--- src/design/sis_pkg.sv ---
package sis_pkg;

  localparam int unsigned VALUE_W = 32;

  // one input item as it travels from the front queue to the back end
  typedef struct packed {
    logic signed [VALUE_W-1:0] value;
    logic                      last;
  } sis_item_t;

endpackage

--- src/design/sis_ram.sv ---
module sis_ram #(
  parameter int unsigned WIDTH = 32,
  parameter int unsigned DEPTH = 64
) (
  input  logic                     clk,
  input  logic                     we,
  input  logic [$clog2(DEPTH)-1:0] waddr,
  input  logic [WIDTH-1:0]         wdata,
  input  logic                     re,
  input  logic [$clog2(DEPTH)-1:0] raddr,
  output logic [WIDTH-1:0]         rdata
);

  logic [WIDTH-1:0] mem [DEPTH];

  always_ff @(posedge clk) begin
    if (we) begin
      mem[waddr] <= wdata;
    end
    if (re) begin
      rdata <= mem[raddr];
    end
  end

endmodule

--- src/design/sis_front.sv ---
// Input side: takes items and holds them in a two-entry queue for the back end.
module sis_front (
  input  logic                      clk,
  input  logic                      rst,
  input  logic                      item_valid,
  output logic                      item_stall,
  input  logic signed [31:0]        value,
  input  logic                      last,
  output logic                      q_valid,
  output sis_pkg::sis_item_t        q_item,
  input  logic                      q_pop
);

  sis_pkg::sis_item_t slot [2];
  logic               wptr;
  logic               rptr;
  logic [1:0]         fill;
  logic               push;
  logic               pop;

  assign item_stall = (fill == 2'd2);
  assign push       = item_valid && !item_stall;
  assign q_valid    = (fill != 2'd0);
  assign pop        = q_pop && q_valid;
  assign q_item     = slot[rptr];

  always_ff @(posedge clk) begin
    if (push) begin
      slot[wptr].value <= value;
      slot[wptr].last  <= last;
    end
  end

  always_ff @(posedge clk) begin
    if (rst) begin
      wptr <= 1'b0;
      rptr <= 1'b0;
      fill <= 2'd0;
    end else begin
      if (push) begin
        wptr <= ~wptr;
      end
      if (pop) begin
        rptr <= ~rptr;
      end
      unique case ({push, pop})
        2'b10:   fill <= fill + 2'd1;
        2'b01:   fill <= fill - 2'd1;
        default: fill <= fill;
      endcase
    end
  end

endmodule

--- src/design/sis_back.sv ---
// Back end: stack insertion into the store, then drain in ascending order.
module sis_back #(
  parameter int unsigned DEPTH = 64
) (
  input  logic                      clk,
  input  logic                      rst,
  input  logic                      q_valid,
  input  sis_pkg::sis_item_t        q_item,
  output logic                      q_pop,
  output logic                      res_valid,
  input  logic                      res_stall,
  output logic signed [31:0]        value_res,
  output logic                      last_res,
  output logic                      overflow
);

  localparam int unsigned IW = $clog2(DEPTH);
  localparam int unsigned CW = $clog2(DEPTH + 1);
  localparam logic [CW-1:0] FULL = CW'(DEPTH);

  typedef enum logic [4:0] {
    S_IDLE    = 5'b00001,
    S_CMP     = 5'b00010,
    S_PUT     = 5'b00100,
    S_EMIT_RD = 5'b01000,
    S_EMIT_LD = 5'b10000
  } state_t;

  state_t                               state, state_next;
  logic [CW-1:0]                        count, count_next;
  logic                                 dropped, dropped_next;
  logic [IW-1:0]                        idx, idx_next;
  logic signed [sis_pkg::VALUE_W-1:0]   cur_value;
  logic                                 cur_last;

  logic                                 we, re;
  logic [IW-1:0]                        waddr, raddr;
  logic [sis_pkg::VALUE_W-1:0]          wdata, rdata;

  logic                                 out_free;
  logic                                 load_out;
  logic                                 emit_end;
  logic                                 take;

  sis_ram #(
    .WIDTH (sis_pkg::VALUE_W),
    .DEPTH (DEPTH)
  ) u_store (
    .clk   (clk),
    .we    (we),
    .waddr (waddr),
    .wdata (wdata),
    .re    (re),
    .raddr (raddr),
    .rdata (rdata)
  );

  assign out_free = !res_valid || !res_stall;
  assign take     = (state == S_IDLE) && q_valid;
  assign q_pop    = take;
  assign emit_end = (({1'b0, idx}) + (IW+1)'(1)) == (IW+1)'(count);

  always_comb begin
    state_next   = state;
    count_next   = count;
    dropped_next = dropped;
    idx_next     = idx;
    we           = 1'b0;
    waddr        = idx;
    wdata        = cur_value;
    re           = 1'b0;
    raddr        = idx;
    load_out     = 1'b0;
    unique case (state)
      S_IDLE: begin
        if (q_valid) begin
          if (count == FULL) begin
            dropped_next = 1'b1;
            if (q_item.last) begin
              idx_next   = '0;
              state_next = S_EMIT_RD;
            end
          end else if (count == '0) begin
            we         = 1'b1;
            waddr      = '0;
            wdata      = q_item.value;
            count_next = count + CW'(1);
            if (q_item.last) begin
              idx_next   = '0;
              state_next = S_EMIT_RD;
            end
          end else begin
            re         = 1'b1;
            raddr      = IW'(count - CW'(1));
            idx_next   = IW'(count);
            state_next = S_CMP;
          end
        end
      end
      S_CMP: begin
        we    = 1'b1;
        waddr = idx;
        if ($signed(rdata) >= cur_value) begin
          // entry moves one slot down; keep walking toward the top
          wdata = rdata;
          if (idx == IW'(1)) begin
            idx_next   = '0;
            state_next = S_PUT;
          end else begin
            re         = 1'b1;
            raddr      = idx - IW'(2);
            idx_next   = idx - IW'(1);
          end
        end else begin
          wdata      = cur_value;
          count_next = count + CW'(1);
          idx_next   = '0;
          state_next = cur_last ? S_EMIT_RD : S_IDLE;
        end
      end
      S_PUT: begin
        we         = 1'b1;
        waddr      = '0;
        wdata      = cur_value;
        count_next = count + CW'(1);
        idx_next   = '0;
        state_next = cur_last ? S_EMIT_RD : S_IDLE;
      end
      S_EMIT_RD: begin
        re         = 1'b1;
        raddr      = idx;
        state_next = S_EMIT_LD;
      end
      S_EMIT_LD: begin
        if (out_free) begin
          load_out = 1'b1;
          if (emit_end) begin
            count_next   = '0;
            dropped_next = 1'b0;
            idx_next     = '0;
            state_next   = S_IDLE;
          end else begin
            idx_next   = idx + IW'(1);
            state_next = S_EMIT_RD;
          end
        end
      end
      default: state_next = S_IDLE;
    endcase
  end

  always_ff @(posedge clk) begin
    if (take) begin
      cur_value <= q_item.value;
      cur_last  <= q_item.last;
    end
    if (load_out) begin
      value_res <= $signed(rdata);
      last_res  <= emit_end;
      overflow  <= dropped;
    end
  end

  always_ff @(posedge clk) begin
    if (rst) begin
      state     <= S_IDLE;
      count     <= '0;
      dropped   <= 1'b0;
      idx       <= '0;
      res_valid <= 1'b0;
    end else begin
      state   <= state_next;
      count   <= count_next;
      dropped <= dropped_next;
      idx     <= idx_next;
      if (load_out) begin
        res_valid <= 1'b1;
      end else if (!res_stall) begin
        res_valid <= 1'b0;
      end
    end
  end

endmodule

--- src/design/stack_insertion_sorter_core.sv ---
// Stack insertion sorter. Each item carries one signed 32-bit value; the item
// with last set closes the set. Values are kept ascending in a DEPTH-entry
// RAM, smallest at the top. An item is inserted by walking up from the
// bottom of the stack: every entry not smaller than the new value moves one
// slot down, one entry per cycle through the RAM's read/write ports, then the
// value is written into the gap. Insertion into an empty stack, or of a dropped
// value, is finished in the accepting step. Any other insertion takes the
// accepting step, one compare step per moved entry, and one step that writes
// the value (the compare that stops the walk, or a separate write of the top
// slot when every entry moved).
// After the last item, the stack drains top first, each result through a RAM
// read and then the output register, and the count and drop flag clear for
// the next set. Items arriving while the store holds DEPTH values are dropped,
// and every result of that set carries overflow. A two-entry input queue lets
// up to two items wait while an insertion or a drain is in progress. A stalled
// result holds the drain until it is taken; the next result, already read from
// the RAM, loads at the same edge that the held one is taken, and the read of
// the result after it follows.
module stack_insertion_sorter_core #(
  parameter int unsigned DEPTH = 64
) (
  input  logic               clk,
  input  logic               rst,
  // input channel
  input  logic               item_valid,
  output logic               item_stall,
  input  logic signed [31:0] value,
  input  logic               last,
  // result channel
  output logic               res_valid,
  input  logic               res_stall,
  output logic signed [31:0] value_res,
  output logic               last_res,
  output logic               overflow
);

  logic               q_valid;
  logic               q_pop;
  sis_pkg::sis_item_t q_item;

  // front: take items, queue them
  sis_front u_front (
    .clk        (clk),
    .rst        (rst),
    .item_valid (item_valid),
    .item_stall (item_stall),
    .value      (value),
    .last       (last),
    .q_valid    (q_valid),
    .q_item     (q_item),
    .q_pop      (q_pop)
  );

  // back: insert into the stack, drain on last
  sis_back #(
    .DEPTH (DEPTH)
  ) u_back (
    .clk       (clk),
    .rst       (rst),
    .q_valid   (q_valid),
    .q_item    (q_item),
    .q_pop     (q_pop),
    .res_valid (res_valid),
    .res_stall (res_stall),
    .value_res (value_res),
    .last_res  (last_res),
    .overflow  (overflow)
  );

endmodule

--- config.mk ---
export PLATFORM = sky130hd
export DESIGN_NAME = stack_insertion_sorter_core
export DESIGN_NICKNAME = d
export VERILOG_FILES = /design/src/design/sis_pkg.sv /design/src/design/sis_ram.sv /design/src/design/sis_front.sv /design/src/design/sis_back.sv /design/src/design/stack_insertion_sorter_core.sv
export SDC_FILE = /design/constraint.sdc
export NUM_CORES = 2
export LEC_CHECK = 0
export ABC_AREA = 0
export BUFFER_PORTS_ARGS = -buffer_cell sky130_fd_sc_hd__buf_2
export CORE_MARGIN = 1
export CORE_UTILIZATION = 40
export CTS_CLUSTER_SIZE = 28
export DETAILED_ROUTE_END_ITERATION = 10
export PLACE_DENSITY = 0.62
export REMOVE_ABC_BUFFERS = 1
export SLEW_MARGIN = 10
export SYNTH_ARGS = -nofsm -noshare
export SYNTH_HDL_FRONTEND = slang
export SYNTH_SLANG_ARGS = --single-unit
--- constraint.sdc ---
create_clock -name clk -period 15.3 [get_ports clk]
set_input_delay 0 -clock clk [delete_from_list [all_inputs] [get_ports clk]]
set_output_delay 0 -clock clk [all_outputs]
set_load 0.01 [all_outputs]
==> results.txt <==
----------------------------------------------------
[Run status]
  Run status ... finished, final reports clean

[Floorplan]
  Number of top-level pins ... 73
  Die height ... 474 um
  Horizontal die dimension ... 474 um
  Die Area ... 0.224 mm2
  Starting density of the core ... 40.4%
  # rows ... 172
  CORE AREA ... 0.220 mm2

[STA]
  Worst hold slack ... 0.220 ns
  Final setup fails ... 0
  Fin crit share ... 47.2%
  Worst Clk Skew ... 0.0722 ns
  Hold Vio Cnt, Final ... 0
  Transition time of the tightest slew-check pin ... 1.42 ns
  Period minus WS final ... 7.22 ns
  RSZ-0062 raised after global routing ... no
  Final Max Tran Viols ... 0
  Worst max-slew margin expressed relative to the limit ... 5.64%
  Maximum operating frequency ... 139 MHz

[Routing]
  Total Routed Length ... 262000 um
  Number of vias per cell after detailed routing ... 5.86
  Number of routed nets with antenna violations ... 0
  Average wire per standard cell ... 29.4 um
  Starting DRT DRC Count ... 6957
  Via Count ... 52100
  Drt first pass iters ... 5
  Number of design rule violations left after detail routing ... 0

[Hold path]
  Cell depth of the worst min-delay path ... 3
  Worst hold start ... rst
  Class of the tightest hold or removal check ... primary input to flip-flop

[Yosys]
  Post-Synthesis Mean Instance Area ... 16.0 um2
  Adder-Cell Fraction of Synth Area ... 0.576%
  Synthesized instance count ... 5560
  Post-synthesis compound-gate area fraction ... 4.79%
  Synth cell types ... 69
  Async set-reset flop share out of synthesis ... 0%
  Combined area of all synthesized cells ... 0.0890 mm2
  Synthesis warning total ... 0
  Yosys reg bits ... 2238
  Count of flip-flops with a built-in enable after synthesis ... 2213
  Xor and xnor area share after synthesis ... 0.266%
  Post-synthesis simple-gate area fraction ... 8.06%
  Largest family of logic cells by synthesized area ... multiplexers
  Post-synthesis sequential area ratio ... 75.2%
  Post-synth top flop ... edfxtp_1
  Multiplexer fraction of the synthesized cell area ... 9.04%

[Global routing]
  Via count of the first global-routing pass ... 49700
  Wire length of the first global-routing pass ... 367000 um
  Residual overflow from global routing ... 0
  Antenna violations before repair ... 12
  Maximum number of pins on one net before global-route repair ... 139
  Overall Global Routing Usage ... 22.9%

[Job]
  Max cap viols ... 0

[Layout]
  Synth-to-Final Area Change ... 13.6%
  Net count, final ... 5840
  Layout cell share with drive strength beyond 1 ... 20.9%
  Leading cell types in the layout, fill and taps excluded ... edfxtp_1, nand2_1, mux2_2, nand3_1, clkbuf_16
  Fill cells ... 18900
  Core Util, Final ... 45.9%
  Most common cell after layout, fill and taps aside ... edfxtp_1

[Clock tree]
  Postcts setup bufs ... 0
  Clock network latency to the later pin of the worst-skew pair ... 0.90 ns
  CTS Buf Count ... 213
  Clock transition at the registers of the reported paths ... 0.06 ns
  Max H-tree Level ... 4
  Max clock buf depth ... 3
  Clock tree root driver cell ... clkbuf_16
  CTS tree ... yes
  PostCTS Resize Cnt ... 0
  Count of hold-fix buffers inserted at cts ... 71
  CTS sink count ... 2238

[Critical path]
  CP Cell Sequence ... ha_1 > nand4_1 > a2111oi_0 > a211oi_1 > a311o_1 > a2111oi_4 > a311o_2 > buf_4 > buf_12 > buf_4 > mux4_2 > and3_1 > nor4_2 > nor4_2
  R2R cell count ... 14
  Worst Path Arrival ... 7.77 ns
  Startpoint type of the worst setup path ... flip-flop
  Startpoint of the most critical register-to-register path ... u_back.u_store.rdata[12]
  Category of the critical setup timing path ... flip-flop to flip-flop
  Crit path from ... u_back.u_store.rdata[12]
  Endpoint required time on the critical path ... 15.86 ns
  Maximum fanout along the worst path ... 125
  Critical path capture point type ... flip-flop
  Worst-path cell with the longest stage delay ... nor4_2
  Delay of the slowest cell on the worst path ... 0.88 ns

[Placement]
  Detailed placement HPWL ... 149000 um
  Count of buffers from port buffering ... 72
  Final estimated routing congestion in global placement ... 0.947

[Pwr]
  Power per cell area ... 217 mW/mm2
  Worst IR drop on VDD ... 0.199 mV
  Leakage power ... 32.7 nW

----------------------------------------------------
final cells by class:
| cell class | count | area (um2) | area share (%) |
|---|---|---|---|
| flip-flops and latches | 2238 | 67000 | 66.2 |
| multi-input cells | 2938 | 21100 | 20.9 |
| clock buffers | 265 | 5570 | 5.51 |
| well taps | 2958 | 3700 | 3.66 |
| repair buffers | 328 | 2510 | 2.48 |
| clock inverters | 117 | 1030 | 1.02 |
| inverters | 43 | 161 | 0.160 |
| diodes | 4 | 10.0 | 0.00990 |
synthesized netlist by cell type, types with 7 or more instances:
library cell  count  area share, %
edfxtp_1       2213             75
nand2_1         826            3.5
mux2_2          405            5.1
nand3_1         324            1.8
clkbuf_1        198           0.84
a21oi_1         193            1.1
o22ai_1         190            1.3
nor2_1          171           0.72
and3_1          135           0.95
o21ai_0         127           0.71
mux4_2          124            3.1
buf_2            88           0.49
mux2i_1          68           0.76
nor4_1           52           0.37
ha_1             41           0.58
inv_1            41           0.17
o221ai_1         37           0.36
a221o_1          32           0.36
a221oi_1         32           0.31
dfxtp_1          25           0.56
buf_4            20           0.17
nor4_2           17           0.24
buf_6            16           0.20
o21ai_1          16          0.090
nand4_1          15           0.11
xnor2_1          15           0.15
nor3_1           13          0.073
buf_1            12          0.051
xor2_1           12           0.12
or2_2             8          0.056
a21o_1            7          0.059
or3_1             7          0.049
cells by family after synthesis:
group / count (synthesis)
buf+inv: 384
mux: 598
fa+ha+maj: 41
simple gates: 1592
compound gates: 680
xor+xnor: 27
flops: 2238
through the flow:
step / cell area [um2] / cells / total power, mW / setup WS, ns / setup TNS, ns
floorplan: 87400 / 5219 / 14.4 / -5.69 / -176.33
global placement: 93600 / 8422 / 16.7 / 7.72 / 0
detailed placement: 93800 / 8434 / 16.9 / 8.33 / 0
CTS: 101000 / 8887 / 21.9 / 8.31 / 0
global route: 101000 / 8888 / 22.6 / 7.93 / 0
finish: 101000 / 8891 / 21.9 / 8.08 / 0
report_power, final:
part | switching (mW) | total [mW] | internal (mW) | leakage, nW
combinational | 5.96 | 7.92 | 1.96 | 9.23
sequential | 0.114 | 8.92 | 8.80 | 20.3
clock | 2.28 | 5.05 | 2.76 | 3.21
per-layer routing:
layer | up-vias | track usage [%] | share of wire [%]
li1 | 21900 | - | -
met1 | 27100 | 31.2 | 40
met2 | 2633 | 36.1 | 46
met3 | 445 | 4.18 | 9.6
met4 | 2 | 9.93 | 4.6
met5 | - | 0 | 0.0050
state kept, by name, indices dropped and copies added (netlist names), named ones only:
name and flops:
u_back.value_res 32, u_back.overflow 1, u_back.idx 6, u_back.u_store.mem 2048, u_back.cur_last 1, u_back.res_valid 1
u_back.u_store.rdata 32, u_front.rptr 1, u_front.wptr 1, u_back.state 5, u_back.last_res 1, u_front.fill 2
u_back.dropped 1, u_back.cur_value 32, u_back.count 7, u_front.slot 66
worst max-delay path: cells and delay by family (launching register included):
family	cells	cell delay (ns)
AOI/OAI and AO/OA	5	2.02
adders and majority gates	1	0.33
buffers and inverters	3	1.92
DFF	1	0.49
muxes	1	0.42
and+or+nand+nor	4	1.38
final timing paths:
check	slack, ns	end
max	8.08	u_back.u_store.rdata[13]
min	0.22	u_back.idx[2]
max reg2reg	8.08	u_back.u_store.rdata[13]
min reg2reg	0.49	u_back.value_res[27]
Power figures use the tool's default switching activity.
